File: src/rtl/core/vtfc_pkg.sv
`default_nettype none
package vtfc_pkg;

  localparam int COORD_WIDTH    = 16;
  localparam int COEF_FRAC_BITS = 8;
  localparam int COEF_WIDTH     = 16;
  localparam int ROW_WIDTH      = 64;
  localparam int ZROW_WIDTH     = 48;
  localparam int COLOR_WIDTH    = 32;
  localparam int CFG_IDX_WIDTH  = 2;

  localparam logic [CFG_IDX_WIDTH-1:0] CFG_X_ROW = 2'd0;
  localparam logic [CFG_IDX_WIDTH-1:0] CFG_Y_ROW = 2'd1;
  localparam logic [CFG_IDX_WIDTH-1:0] CFG_Z_ROW = 2'd2;

  localparam logic [ROW_WIDTH-1:0]  X_ROW_RESET = 64'd256;
  localparam logic [ROW_WIDTH-1:0]  Y_ROW_RESET = 64'd16777216;
  localparam logic [ZROW_WIDTH-1:0] Z_ROW_RESET = 48'd1099511627776;

  typedef enum logic [2:0] {
    FACE_POS_X = 3'd0,
    FACE_NEG_X = 3'd1,
    FACE_POS_Y = 3'd2,
    FACE_NEG_Y = 3'd3,
    FACE_POS_Z = 3'd4,
    FACE_NEG_Z = 3'd5,
    FACE_NONE  = 3'd6
  } face_dir_t;

  typedef struct packed {
    logic signed [COORD_WIDTH-1:0] v0_x;
    logic signed [COORD_WIDTH-1:0] v0_y;
    logic signed [COORD_WIDTH-1:0] v0_z;
    logic signed [COORD_WIDTH-1:0] v1_x;
    logic signed [COORD_WIDTH-1:0] v1_y;
    logic signed [COORD_WIDTH-1:0] v1_z;
    logic signed [COORD_WIDTH-1:0] v2_x;
    logic signed [COORD_WIDTH-1:0] v2_y;
    logic signed [COORD_WIDTH-1:0] v2_z;
    logic [2:0]                    face_dir;
    logic [COLOR_WIDTH-1:0]        tri_color;
  } in_item_t;

  typedef struct packed {
    logic signed [COORD_WIDTH-1:0] p0_x;
    logic signed [COORD_WIDTH-1:0] p0_y;
    logic signed [COORD_WIDTH-1:0] p1_x;
    logic signed [COORD_WIDTH-1:0] p1_y;
    logic signed [COORD_WIDTH-1:0] p2_x;
    logic signed [COORD_WIDTH-1:0] p2_y;
    logic [COLOR_WIDTH-1:0]        out_color;
  } out_item_t;

endpackage
`default_nettype wire

File: src/rtl/core/vtfc_proj.sv
`default_nettype none
// One affine row: three products, sum with translation and rounding, floor shift, saturate.
module vtfc_proj #(
  parameter int FRAC_BITS = vtfc_pkg::COEF_FRAC_BITS
) (
  input  wire logic                                  clk,
  input  wire logic [vtfc_pkg::ROW_WIDTH-1:0]        row,
  input  wire logic signed [vtfc_pkg::COORD_WIDTH-1:0] x,
  input  wire logic signed [vtfc_pkg::COORD_WIDTH-1:0] y,
  input  wire logic signed [vtfc_pkg::COORD_WIDTH-1:0] z,
  output logic signed [vtfc_pkg::COORD_WIDTH-1:0]    res
);

  localparam int CW = vtfc_pkg::COORD_WIDTH;
  localparam int KW = vtfc_pkg::COEF_WIDTH;
  localparam int PW = KW + CW;
  localparam int TW = KW + FRAC_BITS;
  localparam int SW = ((PW > TW) ? PW : TW) + 3;
  localparam logic signed [SW-1:0] HALF = SW'(1) << (FRAC_BITS - 1);

  logic signed [PW-1:0] prod_r [3];
  logic signed [SW-1:0] trans_r;
  logic signed [SW-1:0] sum_r;
  logic signed [SW-1:0] sum_nxt;
  logic signed [SW-1:0] quot;
  logic signed [CW-1:0] res_r;
  logic signed [CW-1:0] res_nxt;
  logic signed [KW-1:0] cx, cy, cz, tx;

  assign cx = row[KW-1:0];
  assign cy = row[2*KW-1:KW];
  assign cz = row[3*KW-1:2*KW];
  assign tx = row[4*KW-1:3*KW];

  always_comb begin
    sum_nxt = SW'(prod_r[0]) + SW'(prod_r[1]) + SW'(prod_r[2]) + trans_r + HALF;
  end

  // floor divide, then clamp when the dropped high bits are not all sign
  always_comb begin
    quot = sum_r >>> FRAC_BITS;
    if (quot[SW-1:CW-1] == '0 || quot[SW-1:CW-1] == '1) begin
      res_nxt = quot[CW-1:0];
    end else if (quot[SW-1]) begin
      res_nxt = {1'b1, {(CW-1){1'b0}}};
    end else begin
      res_nxt = {1'b0, {(CW-1){1'b1}}};
    end
  end

  always_ff @(posedge clk) begin
    prod_r[0] <= PW'(cx) * PW'(x);
    prod_r[1] <= PW'(cy) * PW'(y);
    prod_r[2] <= PW'(cz) * PW'(z);
    trans_r   <= SW'(tx) <<< FRAC_BITS;
    sum_r     <= sum_nxt;
    res_r     <= res_nxt;
  end

  assign res = res_r;

endmodule
`default_nettype wire

File: config.mk
export PLATFORM = sky130hd
export DESIGN_NAME = vtfc_proj
export DESIGN_NICKNAME = d
export VERILOG_FILES = /design/src/rtl/core/vtfc_pkg.sv /design/src/rtl/core/vtfc_proj.sv
export SDC_FILE = /design/constraint.sdc
export NUM_CORES = 2
export LEC_CHECK = 0
export ABC_AREA = 1
export BUFFER_PORTS_ARGS = -buffer_cell sky130_fd_sc_hd__clkbuf_2
export CAP_MARGIN = 25
export CORE_ASPECT_RATIO = 0.8
export CORE_UTILIZATION = 60
export CTS_BUF_LIST = sky130_fd_sc_hd__clkbuf_8 sky130_fd_sc_hd__clkbuf_16
export CTS_CLUSTER_DIAMETER = 80
export DETAILED_ROUTE_END_ITERATION = 12
export PLACE_DENSITY = 0.8
export SLEW_MARGIN = 20
export SYNTH_ARGS = -nofsm -noshare
export SYNTH_HDL_FRONTEND = slang
export SYNTH_SLANG_ARGS = --single-unit
File: constraint.sdc
create_clock -name clk -period 8.2 [get_ports clk]
set_clock_uncertainty 0.05 [all_clocks]
set_input_delay 0.82 -clock clk [delete_from_list [all_inputs] [get_ports clk]]
set_output_delay 0.82 -clock clk [all_outputs]
set_load 0.05 [all_outputs]
# Word-level counts from Yosys, hierarchy flattened
# Memories as Yosys holds them, arrays and structs flattened.
# Index checks and enable logic that the tools add are counted.
# op_classes
add_sub_neg,4
mul,3
n_eq_ne,1
muxes,2
reduce_logical,2
# op_table
cell,count
multiplier 16 x 16 -> 32 bit,3
adder 34 x 24 -> 35 bit,1
"adder 35 x 9 -> 35 bit, second input constant",1
adder 33 x 32 -> 34 bit,1
adder 32 x 32 -> 33 bit,1
2-to-1 mux 16 bit,2
"equality test 20 bit, second input constant",1
logical NOT 20 bit,1
logical OR 1 bit,1
# totals
reg_bits,67
mem_bits_rw,96
word_cells,16
mem_count,1
# memory_table
memory,depth,word_bits,read_ports,rd_clocked_by_memory_dff,wr,line_no,rtl
prod_r,3,32,3,0,3,vtfc_proj.sv:21,logic signed [PW-1:0] prod_r [3];

# Longest topological paths before layout
# An unclocked memory read counts as a cell.
# depth
ltp_word,5
mapped_depth,27
depth_no_buf,25

# Worst setup path after synthesis
# No wires, ideal clock.
# synth_path
path_kind,input-to-reg
from,in y[5] in the netlist's numbering
to,mem prod_r[0][63] in the netlist's numbering
setup_ns,0.112
t_arrival_ns,5.873
required_time_ns,8.038
slack_ns,2.164
cell_stages,23
path_buffers,2
cell_sequence,clkbuf_1 > clkbuf_1 > nand2_1 > fa_1 > inv_1 > fa_1 > fa_1 > fa_1 > fa_1 > inv_1 > fa_1 > inv_1 > ha_1 > nand2_1 > nor2_2 > inv_2 > nor2_1 > nor2_1 > or2_1 > nand3_1 > inv_1 > nand2_1 > nand2_1
# synth_rtl
element,line_no,rtl
from (decl),vtfc_proj.sv:9,"input wire logic signed [vtfc_pkg::COORD_WIDTH-1:0] y,"
to (decl),vtfc_proj.sv:21,

==> flow_summary_export.csv <==
group,metric,value,unit
run_status,status,"finished clean",
yosys,yosysTopAreaCellShare,44.4,%
sta,maxSlewHeadroom,55.8,%
routing,drc_errors,0,
critical_path,r2r_slack,4.50,ns
cts,cts_tree,"built",
place,dp_cells,5516,
place,postPlaceCellArea,39000,um^2
die,initial_core_util,60.7,%
yosys,yosys.area.top_type,"fa_1",
finish,nets,5935,
yosys,synth_edf_count,0,
yosys,ys_async_sr_fraction,0,%
yosys,ys_seq_elements,155,
sta,setup_slack,1.88,ns
routing,antenna_left,0,
yosys,synthCells,4726,
cts,cts_setup_buffers,0,
sta,fmax,158,MHz
critical_path,crit_path_end_kind,"flip-flop",
cts,cts_buffer_depth,2,
finish,final_cell_count_no_fill,5552,
critical_path,cp_top_family,"adder cells",
routing,drtIter0Drc,2434,
critical_path,cp_common_cell,"fa_1",
yosys,synthFlopType,"dfxtp_1",
global_route,grt_pass1_wl,153000,um
finish,fillers,5391,
yosys,synth_area_per_cell,8.04,um^2
die,core-area,62600,um^2
sta,hold_viol_final,0,
sta,setup_viol_count_final,0,
global_route,grt_antenna_before_repair,2,
critical_path,path_class,"input port to flip-flop",
place,place.gp.congestion,1.02,
die,pin_count,129,
place,post-place-ws,1.59,ns
yosys,yosysSeqAreaShare,8.17,%
sta,finalCritPeriodShare,77.1,%
critical_path,path_cells,"clkbuf_2 -> nand2_1 -> inv_1 -> fa_1 -> fa_1 -> fa_1 -> fa_1 -> fa_1 -> inv_1 -> fa_1 -> inv_1 -> ha_1 -> a21oi_1 -> o21ai_0 -> a21oi_1 -> nand3_1 -> a21boi_0 -> nand2_1 -> nand2_1",
sta,rsz0062_at_grt,"no",
cts,cts_resized,0,
routing,via_per_inst,5.22,
critical_path,crit_buf_inv,4,
global_route,grt_pass1_vias,30100,
finish,layout-area-overhead-vs-synth,4.24,%
yosys,yosys_warnings,0,
yosys,synth_fp_nets,5965,
critical_path,crit_arrival,6.64,ns
global_route,track_usage,29.9,%
cts,h-tree-depth,4,
die,dieHeight,227,um
sta,tns,0,ns
cts,clk_latency,0.43,ns
cts,path_clk_slew,0.07,ns
die,die_w,283,um
place,io_buffers,128,
routing,wl,91900,um
worst_hold_path,hold_path.class,"flip-flop to flip-flop",
cts,numCtsBuffers,17,
sta,tightest_slew,0.663,ns
finish,layout_common_cells,"inv_1 (1378), nand2_1 (1116), fa_1 (842)",
cts,cts_hold_buf,0,
global_route,grt-ovfl-total,0,
die,row_count,82,
sta,final_max_slew_viol_count,0,
routing,via_count,29000,
critical_path,startpoint_type,"input port",
die,die_area,64300,um^2
routing,wire_per_inst,16.6,um
critical_path,path_max_fanout,16,
routing,drt-pass1-iter-count,6,
global_route,grt_max_degree,18,
critical_path,slowest_stage,"fa_1",
place,place_hpwl,80400,um
critical_path,cp.required,8.52,ns
sta,fin_crit,6.32,ns
job,drv_cap,0,
yosys,synthTopCellsByArea,"fa_1 (44%), inv_1 (14%), nand2_1 (11%), ha_1 (9.4%), dfxtp_1 (8.2%)",
finish,drive_above_1_share,4.80,%
cts,clkSinkCount,155,
finish,final_common_cell,"inv_1",
yosys,synth_area,38000,um^2
cts,cts_root_buf,"clkbuf_16",
finish,final_area,39600,um^2
critical_path,worst_path_largest_cell_delay,0.85,ns
yosys,yosysUniqueCellTypes,48,
[Yosys cell counts, types with 21 or more instances]
cell and instances:
nor2_1 179, nand4_1 24, nand3_1 75, dfxtp_1 155
ha_1 284, clkbuf_1 175, xor2_1 77, nand2_1 1116
a21oi_1 125, a21o_1 21, o21bai_1 23, inv_1 1378
xnor2_1 32, o21ai_0 67, fa_1 842
[worst min-delay path: stages, from the launching register on]
cell	delay, ns
dfxtp_1	0.31
nand2_1	0.04
nand2_1	0.05
[area by class of cell]
type / count / area (um^2) / area share [%]
Antenna cell: 3 / 7.51 / 0.0190
Clock buffer: 18 / 439 / 1.11
Clock inverter: 14 / 141 / 0.357
Inverter: 1383 / 5190 / 13.1
Multi-Input combinational cell: 3009 / 29000 / 73.3
Sequential cell: 155 / 3100 / 7.83
Tap cell: 840 / 1050 / 2.65
Timing Repair Buffer: 130 / 656 / 1.66
[logic make-up (layout without fill, tap and decap cells)]
group,after synthesis,count (layout),synth area share (%)
other,0,3,0
buffers and inverters,1562,1545,15.5
and+or+nand+nor,1491,1491,15.8
adders and majority gates,1126,1126,53.7
DFF,155,155,8.17
xor gates and xnor gates,109,109,2.51
AOI/OAI and AO/OA,283,283,4.30
[per-layer routing]
layer / global-route usage [%] / routed length, um
met5: 0 / 0
met3: 5.14 / 8880
met4: 5.20 / 1290
met2: 46.7 / 41400
met1: 44.5 / 40400
[path summary, 6_finish.rpt]
| kind | cells past startpoint | to | from |
|---|---|---|---|
| max | 19 | prod_r[0][95] | z[1] |
| min | 2 | res[11] | sum_r[19] |
| max reg2reg | 10 | sum_r[30] | trans_r[23] |
| min reg2reg | 2 | res[11] | sum_r[19] |
[sequential cells by signal, indices dropped and copies added, names as in the netlist]
signal / cells
res: 16
trans_r: 16
prod_r: 96
sum_r: 27
[metrics by stage]
stage	util (%)	hold slack, ns
floorplan	-	0.353
global placement	62.3	0.361
detailed placement	62.3	0.359
CTS	63.3	0.375
global route	63.3	0.392
finish	63.3	0.376
Power is not shown: default switching activity piles up to over one toggle a cycle in this logic, so the estimate is an artifact.
